$ cat config.mk
export PLATFORM = sky130hd
export DESIGN_NAME = ultrasonic_ping_echo_ranger
export DESIGN_NICKNAME = d
export VERILOG_FILES = /design/src/upe_pkg.sv /design/src/upe_cfg_regs.sv /design/src/upe_tracker.sv /design/src/upe_scaler.sv /design/src/ultrasonic_ping_echo_ranger.sv
export SDC_FILE = /design/constraint.sdc
export NUM_CORES = 1
export LEC_CHECK = 0
export ABC_AREA = 1
export BUFFER_PORTS_ARGS = -buffer_cell sky130_fd_sc_hd__buf_2
export CAP_MARGIN = 20
export CORE_MARGIN = 2
export CORE_UTILIZATION = 30
export DETAILED_ROUTE_END_ITERATION = 16
export MAX_ROUTING_LAYER = met4
export PLACE_DENSITY_LB_ADDON = 0.2
export SKIP_CTS_REPAIR_TIMING = 1
export SLEW_MARGIN = 20
export SYNTH_ARGS = -nofsm -noshare
export SYNTH_HDL_FRONTEND = slang
export SYNTH_SLANG_ARGS = --single-unit
export TNS_END_PERCENT = 10
$ cat constraint.sdc
create_clock -name clk_i -period 8.2 [get_ports clk_i]
set_input_delay 0.82 -clock clk_i [delete_from_list [all_inputs] [get_ports clk_i]]
set_output_delay 0.82 -clock clk_i [all_outputs]
set_load 0.01 [all_outputs]
$ cat src/upe_pkg.sv
// ----------------------------------------------------------------------------
// upe_pkg: shared types and constants of the echo-pulse ranger
// Register indexes, reset values, status codes, the pipeline payload and
// the reciprocal used to scale echo width to sixteenths of a centimeter.
// ----------------------------------------------------------------------------
package upe_pkg;

  // widths of the fixed fields
  localparam int unsigned WIDTH_W    = 16;
  localparam int unsigned DIST_W     = 16;
  localparam int unsigned STALE_W    = 20;
  localparam int unsigned PULSE_W    = 4;
  localparam int unsigned CFG_IDX_W  = 3;
  localparam int unsigned CFG_DATA_W = 20;

  // distance scaling: floor(width * 2^FRACTION_BITS / TICKS_PER_CM)
  localparam int unsigned TICKS_PER_CM  = 58;
  localparam int unsigned FRACTION_BITS = 4;
  localparam int unsigned SCALED_W      = WIDTH_W + FRACTION_BITS;
  localparam int unsigned DIV_SHIFT     = SCALED_W + $clog2(TICKS_PER_CM);
  localparam longint unsigned DIV_RECIP =
    ((64'd1 << DIV_SHIFT) + 64'(TICKS_PER_CM) - 64'd1) / 64'(TICKS_PER_CM);
  localparam int unsigned RECIP_W       = SCALED_W + 1;
  localparam int unsigned PROD_W        = SCALED_W + RECIP_W;
  localparam int unsigned QUOT_W        = PROD_W - DIV_SHIFT;

  // register reset values
  localparam logic [WIDTH_W-1:0] PING_INTERVAL_RST = 16'd50000;
  localparam logic [WIDTH_W-1:0] ECHO_TIMEOUT_RST  = 16'd40000;
  localparam logic [STALE_W-1:0] STALE_LIMIT_RST   = 20'd200000;
  localparam logic [PULSE_W-1:0] TRIGGER_PULSE_RST = 4'd10;
  localparam logic [WIDTH_W-1:0] MIN_WIDTH_RST     = 16'd116;
  localparam logic [WIDTH_W-1:0] MAX_WIDTH_RST     = 16'd23200;

  // configuration register indexes
  typedef enum logic [CFG_IDX_W-1:0] {
    CFG_PING_INTERVAL = 3'd0,
    CFG_ECHO_TIMEOUT  = 3'd1,
    CFG_STALE_LIMIT   = 3'd2,
    CFG_TRIGGER_PULSE = 3'd3,
    CFG_MIN_WIDTH     = 3'd4,
    CFG_MAX_WIDTH     = 3'd5
  } cfg_idx_e;

  // measurement status codes
  typedef enum logic [2:0] {
    ST_VALID     = 3'd0,
    ST_NO_RESULT = 3'd1,
    ST_NO_ECHO   = 3'd2,
    ST_STALE     = 3'd3,
    ST_RANGE     = 3'd4
  } status_e;

  // configuration register set
  typedef struct packed {
    logic [WIDTH_W-1:0] ping_interval;
    logic [WIDTH_W-1:0] echo_timeout;
    logic [STALE_W-1:0] stale_limit;
    logic [PULSE_W-1:0] trigger_pulse;
    logic [WIDTH_W-1:0] min_width;
    logic [WIDTH_W-1:0] max_width;
  } cfg_t;

  // payload between tracker and scaler
  typedef struct packed {
    logic               trigger;
    status_e            status;
    logic [WIDTH_W-1:0] width;
  } meas_t;

endpackage

$ cat src/upe_cfg_regs.sv
// ----------------------------------------------------------------------------
// upe_cfg_regs: configuration register file
// Six registers written through an indexed write channel, masked to width.
// ----------------------------------------------------------------------------
module upe_cfg_regs (
  input  logic                            clk_i,
  input  logic                            rst_ni,
  input  logic                            cfg_valid_i,
  output logic                            cfg_ready_o,
  input  logic [upe_pkg::CFG_IDX_W-1:0]   cfg_index_i,
  input  logic [upe_pkg::CFG_DATA_W-1:0]  cfg_data_i,
  output upe_pkg::cfg_t                   cfg_o
);

  upe_pkg::cfg_t cfg_q;

  // writes are always taken
  assign cfg_ready_o = 1'b1;
  assign cfg_o       = cfg_q;

  // register writes
  always_ff @(posedge clk_i or negedge rst_ni) begin
    if (!rst_ni) begin
      cfg_q.ping_interval <= upe_pkg::PING_INTERVAL_RST;
      cfg_q.echo_timeout  <= upe_pkg::ECHO_TIMEOUT_RST;
      cfg_q.stale_limit   <= upe_pkg::STALE_LIMIT_RST;
      cfg_q.trigger_pulse <= upe_pkg::TRIGGER_PULSE_RST;
      cfg_q.min_width     <= upe_pkg::MIN_WIDTH_RST;
      cfg_q.max_width     <= upe_pkg::MAX_WIDTH_RST;
    end else if (cfg_valid_i) begin
      unique case (upe_pkg::cfg_idx_e'(cfg_index_i))
        upe_pkg::CFG_PING_INTERVAL: begin
          cfg_q.ping_interval <= cfg_data_i[upe_pkg::WIDTH_W-1:0];
        end
        upe_pkg::CFG_ECHO_TIMEOUT: begin
          cfg_q.echo_timeout <= cfg_data_i[upe_pkg::WIDTH_W-1:0];
        end
        upe_pkg::CFG_STALE_LIMIT: begin
          cfg_q.stale_limit <= cfg_data_i[upe_pkg::STALE_W-1:0];
        end
        upe_pkg::CFG_TRIGGER_PULSE: begin
          cfg_q.trigger_pulse <= cfg_data_i[upe_pkg::PULSE_W-1:0];
        end
        upe_pkg::CFG_MIN_WIDTH: begin
          cfg_q.min_width <= cfg_data_i[upe_pkg::WIDTH_W-1:0];
        end
        upe_pkg::CFG_MAX_WIDTH: begin
          cfg_q.max_width <= cfg_data_i[upe_pkg::WIDTH_W-1:0];
        end
        default: begin
        end
      endcase
    end
  end

endmodule

$ cat src/upe_tracker.sv
// ----------------------------------------------------------------------------
// upe_tracker: per-tick ranging state and status
// Advances counters, handles echo edges, timeout and trigger on each accepted
// tick, and registers trigger level, status and stored width.
// ----------------------------------------------------------------------------
module upe_tracker (
  input  logic          clk_i,
  input  logic          rst_ni,
  input  upe_pkg::cfg_t cfg_i,
  input  logic          in_valid_i,
  output logic          in_ready_o,
  input  logic          echo_level_i,
  input  logic          advance_i,
  output logic          meas_valid_o,
  output upe_pkg::meas_t meas_o
);

  localparam logic [upe_pkg::WIDTH_W-1:0] WIDTH_MAX = '1;
  localparam logic [upe_pkg::STALE_W-1:0] STALE_MAX = '1;

  logic [upe_pkg::WIDTH_W-1:0] since_trig_q, since_trig_d;
  logic [upe_pkg::STALE_W-1:0] since_res_q, since_res_d;
  logic [upe_pkg::WIDTH_W-1:0] width_cnt_q, width_cnt_d;
  logic [upe_pkg::WIDTH_W-1:0] stored_q, stored_d;
  logic [upe_pkg::PULSE_W-1:0] pulse_q, pulse_d;
  logic                        awaiting_q, awaiting_d;
  logic                        echo_hi_q, echo_hi_d;
  logic                        prev_q;
  logic                        have_q, have_d;
  logic                        meas_valid_q;
  upe_pkg::meas_t              meas_q, meas_d;
  upe_pkg::status_e            status_d;
  logic                        accept;

  // stage register frees up when the scaler takes it
  assign in_ready_o   = !meas_valid_q || advance_i;
  assign accept       = in_valid_i && in_ready_o;
  assign meas_valid_o = meas_valid_q;
  assign meas_o       = meas_q;

  // next state for one tick
  always_comb begin
    since_trig_d = (since_trig_q != WIDTH_MAX) ? since_trig_q + 1'b1 : since_trig_q;
    since_res_d  = (since_res_q != STALE_MAX) ? since_res_q + 1'b1 : since_res_q;
    width_cnt_d  = width_cnt_q;
    if (echo_hi_q && (width_cnt_q != WIDTH_MAX)) begin
      width_cnt_d = width_cnt_q + 1'b1;
    end
    pulse_d    = (pulse_q != '0) ? pulse_q - 1'b1 : pulse_q;
    stored_d   = stored_q;
    awaiting_d = awaiting_q;
    echo_hi_d  = echo_hi_q;
    have_d     = have_q;

    // echo edges while a measurement is open
    if (awaiting_q) begin
      if (echo_level_i && !prev_q) begin
        width_cnt_d = '0;
        echo_hi_d   = 1'b1;
      end else if (!echo_level_i && prev_q && echo_hi_q) begin
        stored_d    = width_cnt_d;
        have_d      = 1'b1;
        since_res_d = '0;
        echo_hi_d   = 1'b0;
        awaiting_d  = 1'b0;
      end
    end

    // timeout gives a no-echo result
    if (awaiting_d && (since_trig_d >= cfg_i.echo_timeout)) begin
      awaiting_d  = 1'b0;
      echo_hi_d   = 1'b0;
      stored_d    = '0;
      have_d      = 1'b1;
      since_res_d = '0;
    end

    // fire a new trigger pulse
    if (!awaiting_d && (since_trig_d >= cfg_i.ping_interval)) begin
      since_trig_d = '0;
      awaiting_d   = 1'b1;
      echo_hi_d    = 1'b0;
      pulse_d      = cfg_i.trigger_pulse;
    end
  end

  // status classification by priority
  always_comb begin
    priority if (!have_d) begin
      status_d = upe_pkg::ST_NO_RESULT;
    end else if (stored_d == '0) begin
      status_d = upe_pkg::ST_NO_ECHO;
    end else if (since_res_d > cfg_i.stale_limit) begin
      status_d = upe_pkg::ST_STALE;
    end else if ((stored_d < cfg_i.min_width) || (stored_d > cfg_i.max_width)) begin
      status_d = upe_pkg::ST_RANGE;
    end else begin
      status_d = upe_pkg::ST_VALID;
    end
    meas_d.trigger = (pulse_d != '0);
    meas_d.status  = status_d;
    meas_d.width   = stored_d;
  end

  // ranging state and stage valid
  always_ff @(posedge clk_i or negedge rst_ni) begin
    if (!rst_ni) begin
      since_trig_q <= WIDTH_MAX;
      since_res_q  <= '0;
      width_cnt_q  <= '0;
      stored_q     <= '0;
      pulse_q      <= '0;
      awaiting_q   <= 1'b0;
      echo_hi_q    <= 1'b0;
      prev_q       <= 1'b0;
      have_q       <= 1'b0;
      meas_valid_q <= 1'b0;
    end else begin
      if (accept) begin
        since_trig_q <= since_trig_d;
        since_res_q  <= since_res_d;
        width_cnt_q  <= width_cnt_d;
        stored_q     <= stored_d;
        pulse_q      <= pulse_d;
        awaiting_q   <= awaiting_d;
        echo_hi_q    <= echo_hi_d;
        prev_q       <= echo_level_i;
        have_q       <= have_d;
      end
      if (in_ready_o) begin
        meas_valid_q <= in_valid_i;
      end
    end
  end

  // stage payload
  always_ff @(posedge clk_i) begin
    if (accept) begin
      meas_q <= meas_d;
    end
  end

endmodule

$ cat src/upe_scaler.sv
// ----------------------------------------------------------------------------
// upe_scaler: width to distance conversion and result register
// Divides the scaled width by ticks per centimeter through a reciprocal
// multiply and holds the result until the receiver takes it.
// ----------------------------------------------------------------------------
module upe_scaler (
  input  logic                          clk_i,
  input  logic                          rst_ni,
  input  logic                          meas_valid_i,
  input  upe_pkg::meas_t                meas_i,
  output logic                          advance_o,
  output logic                          out_valid_o,
  input  logic                          out_ready_i,
  output logic                          trigger_level_o,
  output logic [2:0]                    status_o,
  output logic [upe_pkg::DIST_W-1:0]    distance_sixteenths_cm_o
);

  localparam int unsigned CMP_W = (upe_pkg::QUOT_W > upe_pkg::DIST_W) ?
                                  upe_pkg::QUOT_W : upe_pkg::DIST_W;
  localparam logic [upe_pkg::RECIP_W-1:0] RECIP = upe_pkg::RECIP_W'(upe_pkg::DIV_RECIP);
  localparam logic [CMP_W-1:0] DIST_MAX = CMP_W'({upe_pkg::DIST_W{1'b1}});

  logic [upe_pkg::SCALED_W-1:0] scaled;
  logic [upe_pkg::PROD_W-1:0]   product;
  logic [upe_pkg::QUOT_W-1:0]   quot;
  logic [upe_pkg::DIST_W-1:0]   dist_d, dist_q;
  logic                         out_valid_q;
  logic                         trigger_q;
  upe_pkg::status_e             status_q;

  // output register moves when empty or taken
  assign advance_o = !out_valid_q || out_ready_i;

  // reciprocal multiply, exact over the whole scaled range
  always_comb begin
    scaled  = upe_pkg::SCALED_W'(meas_i.width) << upe_pkg::FRACTION_BITS;
    product = upe_pkg::PROD_W'(scaled) * upe_pkg::PROD_W'(RECIP);
    quot    = product[upe_pkg::PROD_W-1:upe_pkg::DIV_SHIFT];
    if (meas_i.status != upe_pkg::ST_VALID) begin
      dist_d = '0;
    end else if (CMP_W'(quot) > DIST_MAX) begin
      dist_d = '1;
    end else begin
      dist_d = upe_pkg::DIST_W'(quot);
    end
  end

  // result valid
  always_ff @(posedge clk_i or negedge rst_ni) begin
    if (!rst_ni) begin
      out_valid_q <= 1'b0;
    end else if (advance_o) begin
      out_valid_q <= meas_valid_i;
    end
  end

  // result payload
  always_ff @(posedge clk_i) begin
    if (advance_o && meas_valid_i) begin
      trigger_q <= meas_i.trigger;
      status_q  <= meas_i.status;
      dist_q    <= dist_d;
    end
  end

  assign out_valid_o              = out_valid_q;
  assign trigger_level_o          = trigger_q;
  assign status_o                 = status_q;
  assign distance_sixteenths_cm_o = dist_q;

endmodule

$ cat src/ultrasonic_ping_echo_ranger.sv
// ----------------------------------------------------------------------------
// ultrasonic_ping_echo_ranger: ultrasonic echo-pulse range finder
// Fires trigger pulses and measures echo width in microsecond ticks.
// ----------------------------------------------------------------------------
// Usage:
//   Input channel (in_valid_i/in_ready_o) carries one microsecond tick with
//   the sampled echo pin level. Every tick transfer yields exactly one result
//   transfer on the output channel (out_valid_o/out_ready_i): trigger pin
//   level, status and distance in 1/16 cm.
//   The configuration channel writes register cfg_index_i with cfg_data_i;
//   it is always ready and is meant to be used while no tick is in flight.
//   Throughput: one tick per cycle while the receiver keeps up. Each tick
//   is registered with its state update and status in the first stage,
//   then with the reciprocal multiply for the distance in the second stage.
//   When the receiver stalls, the output register holds its result, the
//   first stage holds one more, and in_ready_o drops while both are full.
//   Reset loads the register defaults, clears all results, and arms the
//   ranging state so the first tick fires a trigger pulse.
// ----------------------------------------------------------------------------
module ultrasonic_ping_echo_ranger (
  input  logic                            clk_i,
  input  logic                            rst_ni,
  input  logic                            cfg_valid_i,
  output logic                            cfg_ready_o,
  input  logic [upe_pkg::CFG_IDX_W-1:0]   cfg_index_i,
  input  logic [upe_pkg::CFG_DATA_W-1:0]  cfg_data_i,
  input  logic                            in_valid_i,
  output logic                            in_ready_o,
  input  logic                            echo_level_i,
  output logic                            out_valid_o,
  input  logic                            out_ready_i,
  output logic                            trigger_level_o,
  output logic [2:0]                      status_o,
  output logic [upe_pkg::DIST_W-1:0]      distance_sixteenths_cm_o
);

  upe_pkg::cfg_t  cfg;
  upe_pkg::meas_t meas;
  logic           meas_valid;
  logic           advance;

  // configuration registers
  upe_cfg_regs u_cfg_regs (
    .clk_i       (clk_i),
    .rst_ni      (rst_ni),
    .cfg_valid_i (cfg_valid_i),
    .cfg_ready_o (cfg_ready_o),
    .cfg_index_i (cfg_index_i),
    .cfg_data_i  (cfg_data_i),
    .cfg_o       (cfg)
  );

  // ranging state and status stage
  upe_tracker u_tracker (
    .clk_i        (clk_i),
    .rst_ni       (rst_ni),
    .cfg_i        (cfg),
    .in_valid_i   (in_valid_i),
    .in_ready_o   (in_ready_o),
    .echo_level_i (echo_level_i),
    .advance_i    (advance),
    .meas_valid_o (meas_valid),
    .meas_o       (meas)
  );

  // distance stage and result register
  upe_scaler u_scaler (
    .clk_i                    (clk_i),
    .rst_ni                   (rst_ni),
    .meas_valid_i             (meas_valid),
    .meas_i                   (meas),
    .advance_o                (advance),
    .out_valid_o              (out_valid_o),
    .out_ready_i              (out_ready_i),
    .trigger_level_o          (trigger_level_o),
    .status_o                 (status_o),
    .distance_sixteenths_cm_o (distance_sixteenths_cm_o)
  );

  // distance is zero unless the measurement is valid
  assert property (@(posedge clk_i) disable iff (!rst_ni)
    out_valid_o && (status_o != upe_pkg::ST_VALID) |-> distance_sixteenths_cm_o == '0)
    else $error("distance set on a non-valid status");

  // a tick transfer always lands in the first stage
  assert property (@(posedge clk_i) disable iff (!rst_ni)
    in_valid_i && in_ready_o |=> meas_valid)
    else $error("accepted tick lost before the first stage");

  // both stages full and a stalled receiver block new ticks
  assert property (@(posedge clk_i) disable iff (!rst_ni)
    out_valid_o && !out_ready_i && meas_valid |-> !in_ready_o)
    else $error("tick accepted while the pipeline is full");

endmodule

==> results_dict.tcl <==
set metrics [dict create \
    core_area_mm2 0.05639 \
    cts-htree-levels 1 \
    clock.fmax_ghz 0.1666 \
    critPathArrivalTime_ps 6320 \
    worst_ep_required_time_ps 8520 \
    critical_path_cell_count 33 \
    setup.worst_path.start "u_tracker.since_trig_q[0]" \
    timing_hold_violations_final 0 \
    synth_sequential_area_ratio_pct 31.45 \
    fp-row-count 87 \
    total_nets_after_synthesis 2385 \
    wl_met1_um 21280 \
    crit-reg2reg-capture "u_tracker.meas_o[18]" \
    num_vias 13210 \
    worst_r2r_startpoint "u_tracker.since_trig_q[0]" \
    setup_total_negative_slack_ps 0 \
    detail_route.wl_per_cell_um 16.23 \
    design.final.nets 2428 \
    worst_setup_path_endpoint "u_tracker.meas_o[18]" \
    setup.reg_to_reg.worst_slack_ps 2200 \
    drt_drc_violations_left 0 \
    totalWireLength_um 46070 \
    synth_cell_types 57 \
    outcome "finished clean" \
    final_period_minus_worst_setup_slack_ps 6004 \
    clock_latency_ps 580 \
    cts-buffers-inserted 27 \
    worst_path_dominant_cell_family "simple AND/OR/NAND/NOR gates" \
    final-setup-viol-count 0 \
    postSynthAreaPerCell_um2 8.475 \
    slew_headroom_pct 32.59 \
    avgViaCountPerCell 4.656 \
    yosysWarnings 0 \
    detailroute.wirelength.met3_um 1336 \
    drt_first_pass_iters 5 \
    number_of_antenna_violations_at_the_first_check_in_global_routing 0 \
    grt_start_max_net_pins 106 \
    worstSetupStartpointType "flop" \
    slew_viol_final 0 \
    clock_tree.root_cell "sky130_fd_sc_hd__clkbuf_16" \
    timing.max_cap.violations 0 \
    clk_pin_slew_worst_paths_ps 60 \
    cpPeakStageDelay_ps 530 \
    hold_path.class "primary input to asynchronous set/reset pin" \
    die-width_um 242.8 \
    criticalPathCategory "flop to flop" \
    worst_path_most_repeated_cell "sky130_fd_sc_hd__nor2_1" \
    diodes 0 \
    crit_buf_inv 4 \
    grtUsageTotal_pct 16.29 \
    grt_pass1_wl_um 74280 \
    critical_path_peak_fanout 21 \
    cts_max_path_buffers 3 \
    synth_area_mm2 0.01711 \
    final_estimated_routing_congestion_in_global_placement 0.9178 \
    grt-ovfl-total 0 \
    main_synth_ff_type "sky130_fd_sc_hd__dfrtp_1" \
    tritoncts "built" \
    floorplan.initialDensity_pct 30.34 \
    areaGrowthSynthToFinish_pct 11.60 \
    final.period_utilization_pct 73.22 \
    ios 52 \
    rsz0062_at_grt "false" \
    vert_die_dim_um 242.8 \
    design.die.area_mm2 0.05896 \
    route.top_layer_used "met4" \
    skew_ps 19.66 \
    drt-initial-drc-count 701 \
    reg2reg_depth 33 \
    synth_edf_count 39 \
    async_reset_ff_share_pct 80.98 \
    fin_area_mm2 0.01909 \
    worstMarginPinSlew_ps 1009 \
    drive_gt1_share_pct 8.886 \
    grt_pass1_vias 13470 \
    met2_length_um 22110 \
    instance_count_of_the_mapped_netlist 2019 \
    dpl-instance-area_mm2 0.01818 \
    port_buffer_count 49 \
    clkSinkCount 205 \
    setup.worst_path.end_class "flop" \
    critical_path.slowest_cell "sky130_fd_sc_hd__dfstp_2" \
    synth.ff_latch_count 205 \
    detailedPlacementHpwl_um 36770 \
    number_of_nets_still_failing_antenna_checks_after_routing 0 \
]
## flip-flops by register name, indices dropped and copies added, names as in the netlist
name / flops
u_cfg_regs.cfg_o: 88
u_scaler.distance_sixteenths_cm_o: 15
u_scaler.out_valid_o: 1
u_scaler.status_o: 3
u_scaler.trigger_level_o: 1
u_tracker.awaiting_q: 1
u_tracker.echo_hi_q: 1
u_tracker.have_q: 1
u_tracker.meas_o: 20
u_tracker.meas_valid_o: 1
u_tracker.prev_q: 1
u_tracker.pulse_q: 4
u_tracker.since_res_q: 20
u_tracker.since_trig_q: 16
u_tracker.stored_q: 16
u_tracker.width_cnt_q: 16
## metrics by stage
step	util (%)	hold WS [ps]	setup slack, ps	cells
floorplan	-	400.3	2789	2019
global placement	32.25	466.7	2293	2789
detailed placement	32.25	472.7	2178	2789
CTS	33.86	201.6	2167	2838
global route	33.86	212.4	1591	2838
finish	33.86	200.2	2196	2838
## worst reg2reg max path, delay by kind of cell (launching register included)
family | cells | cell delay [ps]
and+or+nand+nor | 21 | 3550
adders and majority gates | 3 | 740
DFF | 1 | 530
buffers and inverters | 4 | 450
AOI/OAI and AO/OA | 4 | 320
xor gates and xnor gates | 1 | 170
## area by class of cell
| class | count | area, um^2 |
|---|---|---|
| well taps | 756 | 945.9 |
| inverters | 405 | 1524 |
| flip-flops and latches | 205 | 5381 |
| fillers | 5971 | 37290 |
| multi-input cells | 1367 | 10030 |
| clock buffers | 46 | 869.6 |
| clock inverters | 3 | 37.54 |
| repair buffers | 56 | 307.8 |
## cell usage in the layout, fill, tap and decap left out, types with 45 or more instances in the layout
master and instances:
sky130_fd_sc_hd__ha_1 225, sky130_fd_sc_hd__dfstp_2 45, sky130_fd_sc_hd__inv_1 398, sky130_fd_sc_hd__nand3_1 58
sky130_fd_sc_hd__nor2_1 118, sky130_fd_sc_hd__nand2_1 367, sky130_fd_sc_hd__dfrtp_1 121, sky130_fd_sc_hd__fa_1 112
sky130_fd_sc_hd__buf_2 48, sky130_fd_sc_hd__o21ai_0 186, sky130_fd_sc_hd__a21oi_1 105
## how the worst min path moves through the flow
stage	end	slack [ps]	depth (start not counted)
detailed placement	u_cfg_regs.cfg_o[28]	470	2
finish	u_tracker.since_res_q[9]	200	1
global route	u_tracker.since_res_q[9]	210	1
floorplan	u_scaler.trigger_level_o	400	0
CTS	u_tracker.since_res_q[1]	200	1
global placement	u_tracker.stored_q[6]	470	2
## cells by family after synthesis
family / Yosys count / share of synthesized area, %
AND/OR/NAND/NOR: 633 / 15.71
XOR/XNOR: 29 / 1.484
buffers and inverters: 447 / 10.00
flip-flops: 205 / 31.45
adder cells (fa/ha/maj): 337 / 29.56
AO/OA/AOI/OAI: 366 / 11.75
other: 2 / 0.04389
## cells in the mapped netlist (all sizes together) (3+ instances only)
library cell  instances  area [um^2]
buf                  11        72.57
ha                  225         2815
o21ai               196        995.9
inv                 405         1523
fa                  112         2242
a21oi               110        565.5
o22ai                11        68.82
nor4                  8        56.30
o211ai                7        57.55
nand2               375         1430
nand4                18        118.9
a31oi                 9        56.30
or2                   5        31.28
a21boi                3        22.52
dfrtp               121         3028
dfstp                45         1182
a211oi               11        82.58
clkbuf               31        116.4
a221oi                3        26.28
xor2                 29        254.0
nor2                123        484.2
o21a                  6        45.04
nor3                 38        216.5
nand3                59        300.3
edfxtp               39         1171
## per-layer routing
metal	vias to the layer above	GRT usage, %
met3	77	1.835
met4	0	4.583
met2	245	27.18
li1	6617	-
met1	6274	20.91
met5	-	-
Power is not shown: default switching activity piles up to over one toggle a cycle in this logic, so the estimate is an artifact.
